`config.mk`:
```
export PLATFORM = sky130hd
export DESIGN_NAME = first_order_motor_plant
export DESIGN_NICKNAME = d
export VERILOG_FILES = /design/src/fomp_pkg.sv /design/src/first_order_motor_plant.sv /design/src/fomp_mul.sv /design/src/fomp_core.sv
export SDC_FILE = /design/constraint.sdc
export NUM_CORES = 2
export LEC_CHECK = 0
export ABC_AREA = 1
export BUFFER_PORTS_ARGS = -buffer_cell sky130_fd_sc_hd__buf_2
export CORE_ASPECT_RATIO = 1.4
export CORE_MARGIN = 3
export CORE_UTILIZATION = 64
export CTS_CLUSTER_DIAMETER = 150
export DETAILED_ROUTE_END_ITERATION = 10
export PLACE_DENSITY = 0.82
export SLEW_MARGIN = 10
export SYNTH_ARGS = -nofsm -noshare
export SYNTH_HDL_FRONTEND = slang
export SYNTH_SLANG_ARGS = --single-unit
```
`constraint.sdc`:
```
create_clock -name clk -period 9.6 [get_ports clk]
set_input_delay 0.48 -clock clk [delete_from_list [all_inputs] [get_ports clk]]
set_output_delay 0.48 -clock clk [all_outputs]
set_load 0.01 [all_outputs]
```
`src/fomp_pkg.sv`:
```
`timescale 1ns / 1ps
// ----------------------------------------------------------------------------
// fomp_pkg
// Shared types and constants of the first-order motor plant.
// ----------------------------------------------------------------------------
package fomp_pkg;

  localparam int unsigned MAX_RPM   = 3000;
  localparam int unsigned ADC_MAX   = 4095;

  localparam int unsigned DUTY_W    = 14;
  localparam int unsigned GAIN_W    = 16;
  localparam int unsigned FRAC_W    = 17;
  localparam int unsigned CODE_W    = 12;
  localparam int unsigned OP_W      = 32;
  localparam int unsigned PROD_W    = 61;
  localparam int unsigned ADDR_W    = 3;
  localparam int unsigned DATA_W    = 32;

  localparam logic [FRAC_W-1:0] FULL_SPEED = 17'd65536;
  localparam logic [DUTY_W-1:0] DUTY_FULL  = 14'd10000;
  localparam logic [29:0]       DUTY_HALF  = 30'd5000;

  // floor(x / 10000) == (x * RECIP_M) >> RECIP_SHIFT for every x below 2^30
  localparam logic [OP_W-1:0]   RECIP_M     = 32'd879609303;
  localparam int unsigned       RECIP_SHIFT = 43;

  // Register select: paddr bit 2 picks the word
  localparam logic REG_GAIN = 1'b0;
  localparam logic REG_LOAD = 1'b1;

  typedef struct packed {
    logic [GAIN_W-1:0] gain;
    logic [FRAC_W-1:0] load;
  } fomp_cfg_t;

endpackage

```
`src/first_order_motor_plant.sv`:
```
`timescale 1ns / 1ps
// An input beat is taken only in the idle state, once the last beat has
// left the fin state; the single shared multiplier takes
// five products in turn (load scale, divide by 10000, lag step, rpm, adc).
// A finished result waits in the output register while the next beat is
// taken. Reset (rst_n low, synchronous) brings the motor to rest, clears
// both configuration registers and drops any pending result.
// ----------------------------------------------------------------------------
// first_order_motor_plant
// First-order lag DC motor model: each input beat is one sample tick with a
// PWM duty; each result beat reports the updated speed as a Q1.16 fraction,
// as rounded rpm and as a rounded ADC code.
// ----------------------------------------------------------------------------
module first_order_motor_plant
  import fomp_pkg::*;
(
  input  logic              clk,
  input  logic              rst_n,
  // input stream
  input  logic              in_tvalid,
  output logic              in_tready,
  input  logic [15:0]       in_tdata,    // [13:0] duty, [15:14] zero
  // result stream
  output logic              out_tvalid,
  input  logic              out_tready,
  output logic [47:0]       out_tdata,   // [16:0] speed_fraction,
                                         // [28:17] rpm code,
                                         // [40:29] speed_adc, [47:41] zero
  // configuration port
  input  logic              cfg_psel,
  input  logic              cfg_penable,
  input  logic              cfg_pwrite,
  input  logic [ADDR_W-1:0] cfg_paddr,
  input  logic [DATA_W-1:0] cfg_pwdata,
  output logic [DATA_W-1:0] cfg_prdata,
  output logic              cfg_pready
);

  fomp_cfg_t                cfg_r;
  logic                     cfg_wr;

  logic signed [OP_W-1:0]   mul_a;
  logic signed [OP_W-1:0]   mul_b;
  logic signed [PROD_W-1:0] mul_p;

  logic [FRAC_W-1:0]        speed_fraction;
  logic [CODE_W-1:0]        rpm_code;
  logic [CODE_W-1:0]        speed_adc;

  // Register file: gain at byte 0, load at byte 4; writes land in the
  // access phase. No wait states.
  assign cfg_pready = 1'b1;
  assign cfg_wr     = cfg_psel && cfg_penable && cfg_pwrite && cfg_pready;

  always_ff @(posedge clk) begin
    if (!rst_n) begin
      cfg_r.gain <= '0;
      cfg_r.load <= '0;
    end else if (cfg_wr) begin
      case (cfg_paddr[2])
        REG_GAIN: cfg_r.gain <= cfg_pwdata[GAIN_W-1:0];
        REG_LOAD: cfg_r.load <= cfg_pwdata[FRAC_W-1:0];
        default:  cfg_r      <= cfg_r;
      endcase
    end
  end

  // Read back the selected register, zero-extended
  always_comb begin
    case (cfg_paddr[2])
      REG_GAIN: cfg_prdata = {{(DATA_W-GAIN_W){1'b0}}, cfg_r.gain};
      REG_LOAD: cfg_prdata = {{(DATA_W-FRAC_W){1'b0}}, cfg_r.load};
      default:  cfg_prdata = '0;
    endcase
  end

  // Shared multiplier: one product per cycle, registered
  fomp_mul u_mul (
    .clk   (clk),
    .mul_a (mul_a),
    .mul_b (mul_b),
    .mul_p (mul_p)
  );

  // Sequencer: steps one tick through the multiplier and holds the speed
  fomp_core u_core (
    .clk                (clk),
    .rst_n              (rst_n),
    .cfg                (cfg_r),
    .in_valid           (in_tvalid),
    .in_ready           (in_tready),
    .in_duty            (in_tdata[DUTY_W-1:0]),
    .out_valid          (out_tvalid),
    .out_ready          (out_tready),
    .out_speed_fraction (speed_fraction),
    .out_rpm_code       (rpm_code),
    .out_speed_adc      (speed_adc),
    .mul_a              (mul_a),
    .mul_b              (mul_b),
    .mul_p              (mul_p)
  );

  // Pack the result beat, lowest field first, padded to whole bytes
  assign out_tdata = {7'b0, speed_adc, rpm_code, speed_fraction};

endmodule

```
`src/fomp_mul.sv`:
```
`timescale 1ns / 1ps
// ----------------------------------------------------------------------------
// fomp_mul
// Shared signed multiplier with a registered product.
// ----------------------------------------------------------------------------
module fomp_mul
  import fomp_pkg::*;
(
  input  logic                     clk,
  input  logic signed [OP_W-1:0]   mul_a,
  input  logic signed [OP_W-1:0]   mul_b,
  output logic signed [PROD_W-1:0] mul_p
);

  logic signed [2*OP_W-1:0] prod;
  logic signed [PROD_W-1:0] p_r;

  assign prod  = mul_a * mul_b;
  assign mul_p = p_r;

  always_ff @(posedge clk) begin
    p_r <= prod[PROD_W-1:0];
  end

endmodule

```
`src/fomp_core.sv`:
```
`timescale 1ns / 1ps
// ----------------------------------------------------------------------------
// fomp_core
// Sequencer and datapath: target, lag update and output scaling, all on
// the shared multiplier.
// ----------------------------------------------------------------------------
module fomp_core
  import fomp_pkg::*;
(
  input  logic                     clk,
  input  logic                     rst_n,
  input  fomp_cfg_t                cfg,
  input  logic                     in_valid,
  output logic                     in_ready,
  input  logic [DUTY_W-1:0]        in_duty,
  output logic                     out_valid,
  input  logic                     out_ready,
  output logic [FRAC_W-1:0]        out_speed_fraction,
  output logic [CODE_W-1:0]        out_rpm_code,
  output logic [CODE_W-1:0]        out_speed_adc,
  output logic signed [OP_W-1:0]   mul_a,
  output logic signed [OP_W-1:0]   mul_b,
  input  logic signed [PROD_W-1:0] mul_p
);

  typedef enum logic [2:0] {
    ST_IDLE,
    ST_LOAD,
    ST_RECIP,
    ST_STEP,
    ST_UPD,
    ST_RPM,
    ST_ADC,
    ST_FIN
  } state_t;

  state_t              state_r;
  logic [DUTY_W-1:0]   duty_r;
  logic [FRAC_W-1:0]   speed_r;
  logic [CODE_W-1:0]   rpm_r;
  logic                out_valid_r;
  logic [FRAC_W-1:0]   frac_out_r;
  logic [CODE_W-1:0]   rpm_out_r;
  logic [CODE_W-1:0]   adc_out_r;

  logic [DUTY_W-1:0]   duty_c;
  logic [FRAC_W-1:0]   load_c;
  logic [FRAC_W-1:0]   one_minus_load;
  logic [29:0]         recip_in;
  logic [FRAC_W-1:0]   target;
  logic signed [17:0]  diff;
  logic signed [PROD_W-1:0] step_adj;
  logic signed [18:0]  step_q;
  logic signed [19:0]  speed_sum;
  logic [FRAC_W-1:0]   speed_nxt;
  logic [32:0]         scaled;
  logic                in_fire;

  assign in_ready = (state_r == ST_IDLE);
  assign in_fire  = in_valid && in_ready;

  assign duty_c         = (in_duty > DUTY_FULL) ? DUTY_FULL : in_duty;
  assign load_c         = (cfg.load > FULL_SPEED) ? FULL_SPEED : cfg.load;
  assign one_minus_load = FULL_SPEED - load_c;
  assign recip_in       = mul_p[29:0] + DUTY_HALF;
  assign target         = mul_p[RECIP_SHIFT+FRAC_W-1:RECIP_SHIFT];
  assign diff           = $signed({1'b0, target}) - $signed({1'b0, speed_r});

  // Round half towards +inf on the Q0.32 step, then clamp to 0..full speed
  assign step_adj  = mul_p + $signed({{(PROD_W-17){1'b0}}, 17'd32768});
  assign step_q    = step_adj[34:16];
  assign speed_sum = $signed({3'b000, speed_r}) + $signed({step_q[18], step_q});

  always_comb begin
    if (cfg.gain == '0) begin
      speed_nxt = speed_r;
    end else if (speed_sum < 0) begin
      speed_nxt = '0;
    end else if (speed_sum > $signed({3'b000, FULL_SPEED})) begin
      speed_nxt = FULL_SPEED;
    end else begin
      speed_nxt = speed_sum[FRAC_W-1:0];
    end
  end

  assign scaled = {1'b0, mul_p[31:0]} + 33'd32768;

  always_comb begin
    mul_a = '0;
    mul_b = '0;
    case (state_r)
      ST_LOAD: begin
        mul_a = $signed({{(OP_W-DUTY_W){1'b0}}, duty_r});
        mul_b = $signed({{(OP_W-FRAC_W){1'b0}}, one_minus_load});
      end
      ST_RECIP: begin
        mul_a = $signed({2'b00, recip_in});
        mul_b = $signed(RECIP_M);
      end
      ST_STEP: begin
        mul_a = $signed({{(OP_W-GAIN_W){1'b0}}, cfg.gain});
        mul_b = $signed({{(OP_W-18){diff[17]}}, diff});
      end
      ST_RPM: begin
        mul_a = $signed({{(OP_W-FRAC_W){1'b0}}, speed_r});
        mul_b = $signed(OP_W'(MAX_RPM));
      end
      // keep the adc product standing while the result waits
      ST_ADC, ST_FIN: begin
        mul_a = $signed({{(OP_W-FRAC_W){1'b0}}, speed_r});
        mul_b = $signed(OP_W'(ADC_MAX));
      end
      default: begin
        mul_a = '0;
        mul_b = '0;
      end
    endcase
  end

  always_ff @(posedge clk) begin
    if (!rst_n) begin
      state_r     <= ST_IDLE;
      speed_r     <= '0;
      out_valid_r <= 1'b0;
    end else begin
      if (out_valid_r && out_ready && state_r != ST_FIN) begin
        out_valid_r <= 1'b0;
      end
      case (state_r)
        ST_IDLE: begin
          if (in_fire) begin
            duty_r  <= duty_c;
            state_r <= ST_LOAD;
          end
        end
        ST_LOAD:  state_r <= ST_RECIP;
        ST_RECIP: state_r <= ST_STEP;
        ST_STEP:  state_r <= ST_UPD;
        ST_UPD: begin
          speed_r <= speed_nxt;
          state_r <= ST_RPM;
        end
        ST_RPM:   state_r <= ST_ADC;
        ST_ADC: begin
          rpm_r   <= scaled[16+CODE_W-1:16];
          state_r <= ST_FIN;
        end
        ST_FIN: begin
          // hold until the output register is free
          if (!out_valid_r || out_ready) begin
            frac_out_r  <= speed_r;
            rpm_out_r   <= rpm_r;
            adc_out_r   <= scaled[16+CODE_W-1:16];
            out_valid_r <= 1'b1;
            state_r     <= ST_IDLE;
          end
        end
        default: state_r <= ST_IDLE;
      endcase
    end
  end

  assign out_valid          = out_valid_r;
  assign out_speed_fraction = frac_out_r;
  assign out_rpm_code       = rpm_out_r;
  assign out_speed_adc      = adc_out_r;

`ifndef SYNTHESIS
  a_speed_in_range: assert property (@(posedge clk) disable iff (!rst_n)
    speed_r <= FULL_SPEED)
    else $error("speed state above full speed");

  a_accept_starts: assert property (@(posedge clk) disable iff (!rst_n)
    in_fire |=> (state_r == ST_LOAD))
    else $error("accepted beat did not start the sequence");

  a_zero_gain_holds: assert property (@(posedge clk) disable iff (!rst_n)
    (state_r == ST_UPD && cfg.gain == '0) |=> (speed_r == $past(speed_r)))
    else $error("speed moved with zero gain");

  a_fin_delivers: assert property (@(posedge clk) disable iff (!rst_n)
    (state_r == ST_FIN && (!out_valid_r || out_ready)) |=>
      (out_valid_r && frac_out_r == speed_r))
    else $error("finished result not loaded into output register");
`endif

endmodule

```
### Word level (Yosys, flattened, before mapping)

Index checks and enable logic that the tools add are counted.

| word-level totals | value |
|---|---|
| flip-flop bits (word level) | 181 |
| word-level logic and storage cells | 64 |
| bits of input ports | 58 |

| cells by class | value |
|---|---|
| add/sub/neg operators | 6 |
| muxes and demuxes | 12 |
| bitwise gates (word level) | 2 |
| multiply operators | 1 |
| reductions and logical operators | 18 |
| magnitude comparators | 4 |
| eq/ne operators | 10 |

Operator list:

| operator | count |
|---|---|
| $pmux W32 S5 | 1 |
| $pmux W30 S4 | 1 |
| $pmux W32 S2 | 1 |
| $mul A31 B32 Y60 | 1 |
| $mux W17 | 3 |
| $add A35 B17 Y35 const B | 1 |
| $add A30 B13 Y30 const B | 1 |
| $add A28 B16 Y28 const B | 1 |
| $pmux W3 S8 | 1 |
| $add A18 B19 Y20 | 1 |
| $gt A20 B18 Y1 const B | 1 |
| $lt A20 B1 Y1 const B | 1 |
| $sub A17 B17 Y18 | 1 |
| $gt A17 B17 Y1 const B | 1 |
| $sub A17 B17 Y17 const A | 1 |
| $logic_not A16 Y1 | 1 |
| $gt A14 B14 Y1 const B | 1 |
| $eq A3 B3 Y1 const B | 4 |
| $reduce_and A2 Y1 | 5 |
| $eq A3 B2 Y1 const B | 2 |
| $mux W3 | 2 |
| $reduce_and A3 Y1 | 2 |
| $logic_and A1 B1 Y1 | 5 |
| $eq A3 B1 Y1 const B | 1 |
| 10 further kinds | 13 |

### Logic depth before layout (Yosys ltp)

| logic depth | value |
|---|---|
| word-level depth | 5 |
| mapped depth | 46 |

### Cells and area by module

From an unflattened synthesis, not the netlist that was laid out.

| second synthesis, totals | value |
|---|---|
| cell total of the unflattened synthesis | 6212 |
| area total of the unflattened synthesis | 47817.1 um^2 |

By module, submodules not included:

| module | cells each | seq. area each (um^2) | area an instance (um^2) | instances |
|---|---|---|---|---|
| fomp_mul | 4888 | 1221.2 | 38694.6 | 1 |
| fomp_core | 1044 | 2432.3 | 7319.5 | 1 |
| first_order_motor_plant | 280 | 660.6 | 1803.0 | 1 |

### Least setup slack after synthesis

OpenSTA, ideal clock, no wires.

| path | value |
|---|---|
| path kind | register to register |
| from | reg u_core.speed_r[2] |
| to | reg u_mul.p_r[57] (netlist: u_mul.mul_p[57]) |
| required time | 9528 ps |
| path buffers | 1 |
| slack | 996 ps |
| arrival | 8532 ps |
| library setup time | 72 ps |
| cell stages (with the launch flop) | 35 |
| path through | dfxtp_1 inv_1 ha_1 a21oi_1 o21ai_1 nand2_1 o2111ai_1 nand2_1 nand4_1 nor2_1 inv_2 clkbuf_1 nor2_1 inv_1 fa_1 fa_1 fa_1 inv_1 fa_1 inv_1 fa_1 inv_1 fa_1 inv_1 fa_1 inv_1 fa_1 ha_1 nand2_1 nor2_1 inv_1 nor4_1 nand4_1 nand4_1 xor2_1 |

| on the way | value |
|---|---|
| word-level cells in the longest chain between the ends | 3 |

Ends and longest elaborated chain:

| what | line | RTL |
|---|---|---|
| start, declared | fomp_core.sv:39 | `logic [FRAC_W-1:0] speed_r;` |
| start signal, assigned | fomp_core.sv:140 | `speed_r <= speed_nxt;` |
| $sub A17 B17 Y18 | fomp_core.sv:67 | `assign diff = $signed({1'b0, target}) - $signed({1'b0, speed_r});` |
| $pmux W32 S5 | fomp_core.sv:91 | `case (state_r)` |
| $mul A31 B32 Y60 * | fomp_mul.sv:18 | `assign prod = mul_a * mul_b;` |
| via u_mul.prod[57] | fomp_mul.sv:15 | `logic signed [2*OP_W-1:0] prod;` |
| end signal, assigned | fomp_mul.sv:22 | `p_r <= prod[PROD_W-1:0];` |
| end, declared | fomp_mul.sv:16 | `logic signed [PROD_W-1:0] p_r;` |

The timed path passes the listed nets; every way through them passes the cells marked *.
A chain may end at the register's enable or synchronous reset.

### Final worst setup path

| path | value |
|---|---|
| from | reg u_core.speed_r[11] |
| to | reg u_mul.p_r[56] (netlist: u_mul.mul_p[56]) |

Same word-level chain as after synthesis.

==> flow_metrics.py <==
metrics = {
    "status": {
        "status": "finished clean",
    },
    "sta": {
        "rsz0062_at_grt": "yes",
        "setup_viol": 0,
        "fmax_ghz": 0.108,
        "relSlewSlack": 0.123,
        "fin_skew_ns": 0.0137,
        "hold_viol_final": 0,
        "finalCriticalPeriod_ns": 9.22,
        "tightestPinTransition_ns": 1.31,
        "slew_viol_final": 0,
        "post-route-period-util": 0.961,
    },
    "clock_tree": {
        "insertion_delay_ns": 0.46,
        "cts-htree-levels": 4,
        "clock_sinks": 173,
        "cts_tree": "done",
        "clk_pin_slew_ns": 0.07,
        "cts-buffers-inserted": 17,
        "cts_buffer_depth": 2,
        "cts_root_buf": "clkbuf_16",
    },
    "worst_setup_path": {
        "crit_arrival_ns": 9.57,
        "critPathMostFrequentCell": "fa_1",
        "crit_required_ns": 9.95,
        "end_kind": "flip-flop",
        "cp-start-kind": "flip-flop",
        "worstSetupPathType": "flip-flop to flip-flop",
        "critPathMaxStageDelay_ns": 0.61,
        "crit_slowest_cell": "fa_1",
        "cp_max_fo": 15,
    },
    "cells_and_area": {
        "layout.nets": 5905,
        "final_common_cell": "inv_1",
        "final_cell_mix": "1229 x inv_1, 893 x fa_1, 605 x nand2_1",
        "syn_to_final_growth_pct": 8.79,
        "layout-drive-gt1-share": 0.0983,
        "final_util": 0.707,
    },
    "synth": {
        "synth-seq-cells": 173,
        "synth_top_area_frac": 0.460,
        "yosysTopAreaCell": "fa_1",
        "synth_area_per_cell_um2": 8.68,
        "synth_cells": 4488,
        "yosys_warnings": 0,
        "ys_types": 65,
        "synth-edff-count": 67,
        "synth_area_leaders": "fa_1 46%, inv_1 12%, ha_1 6.8%",
        "yosysSeqAreaShare": 0.106,
        "ys.flop_type": "dfxtp_1",
        "syn-cell-area_um2": 39000,
        "async_reset_ff_frac": 0,
    },
    "power_and_ir_drop": {
        "power.total_mw": 6.09,
        "power_leakage_nw": 22.3,
        "peakVddDrop_v": 0.000156,
        "power_density_nw_per_um2": 144,
    },
    "place": {
        "dp_hpwl_mm": 112,
        "gp_congestion": 1.06,
        "portBuffers": 98,
    },
    "global_routing": {
        "grtUsageMet3": 0.102,
        "antenna_found_initial": 2,
        "grt_max_degree": 42,
        "met2_usage": 0.721,
        "grt.busiest_layer": "met2",
        "grt_usage": 0.428,
        "grt_pass1_vias": 35100,
        "grt_pass1_wl_mm": 202,
        "grt-ovfl-total": 0,
        "use_met1": 0.443,
    },
    "routing": {
        "ant_nets": 0,
        "vias": 32100,
        "viasPerCell": 5.77,
        "drt_wl_total_mm": 131,
        "avgRoutedWirePerCell_um": 23.5,
        "drt_first_pass_iters": 8,
        "drt_iter0_markers": 3291,
        "drc_errors": 0,
    },
    "floorplan": {
        "die_height_um": 298,
        "core_area_um2": 59900,
        "io-pin-count": 141,
        "num_rows": 106,
        "die_w_um": 215,
        "initial_utilization": 0.650,
        "die-area_um2": 63900,
    },
    "min_path": {
        "hold_class": "input pin to flip-flop",
    },
    "run": {
        "cap_violations": 0,
    },
}
==> layer usage <==
metal | routed length [µm] | share of wire | vias up
met5 | 11 | 0.000084 | -
met2 | 63000 | 0.48 | 1928
met1 | 40100 | 0.31 | 15700
met3 | 12000 | 0.092 | 772
met4 | 15800 | 0.12 | 2
li1 | - | - | 13700
==> what timing repair did <==
item / in CTS / in global routing
hold buffers: 0 / 0
endpoints found under the setup margin: 0 / 23
buffers inserted: 0 / 0
gates resized for setup: 0 / 33
==> report_power, final <==
part | switching [mW] | total (mW) | internal, mW
clock | 0.340 | 0.763 | 0.423
sequential | 0.0836 | 0.940 | 0.857
combinational | 2.89 | 4.39 | 1.50
total | 3.31 | 6.09 | 2.78
==> synth_stat cells, drive strengths merged, types with 54 or more instances <==
master	count
fa	896
ha	213
xor2	63
buf	60
nand2	629
edfxtp	67
nor3	54
dfxtp	106
nand3	119
nor2	456
o21ai	150
a21oi	183
inv	1249
==> area by class of cell <==
type	count	area (µm²)
multi-input cells	2975	29700
repair buffers	318	2170
clock buffers	17	425
flip-flops and latches	173	4140
well taps	810	1010
diodes	1	2.50
clock inverters	15	219
inverters	1253	4720
fillers	4744	17600
==> kinds of logic (layout without fill, tap and decap cells) <==
family                     Yosys count  after routing  synth area share
other                                2             24          0.000193
DFF                                173            173             0.106
and+or+nand+nor                   1334           1334             0.146
buffers and inverters             1361           1603             0.136
adders and majority gates         1109           1109             0.529
xor gates and xnor gates            92             92            0.0218
AOI/OAI and AO/OA                  417            417            0.0607
==> worst paths after layout <==
path / to / cells after the start / slack [ns] / from
worst max-delay path: u_mul.mul_p[56] / 35 / 0.38 / u_core.speed_r[11]
worst min-delay path: u_core.duty_r[13] / 1 / 0.26 / in_tdata[13]
worst max register to register: u_mul.mul_p[56] / 35 / 0.38 / u_core.speed_r[11]
worst min register to register: u_core.out_rpm_code[0] / 0 / 0.42 / u_core.rpm_r[0]
==> critical path: cells and delay by family, from the launching register on <==
kind,cells,cell delay (ns)
AOI/OAI and AO/OA,3,0.55
xor gates and xnor gates,1,0.15
adders and majority gates,10,4.75
and+or+nand+nor,11,1.32
buffers and inverters,10,1.89
DFF,1,0.43
==> flip-flops by register name, indices dropped and copies added (netlist names) <==
signal / count
u_core.state_r: 3
u_core.out_rpm_code: 12
u_core.out_speed_adc: 12
u_core.out_speed_fraction: 17
cfg_r: 33
u_core.speed_r: 17
u_core.out_valid: 1
u_core.rpm_r: 12
u_core.duty_r: 14
u_mul.mul_p: 52
==> through the flow <==
stage	setup WS (ns)	instance area, µm²	TNS, ns	hold WS [ns]	cells
2_1_floorplan	0.996	39000	0	0.400	4509
3_3_place_gp	0.390	41600	0	0.401	5529
3_5_place_dp	0.166	41600	0	0.408	5529
4_1_cts	0.147	42300	0	0.243	5561
5_1_grt	-0.0162	42400	-0.0162	0.248	5561
6_report	0.378	42400	0	0.259	5562
Note: power is estimated with default switching activity, not from simulation.
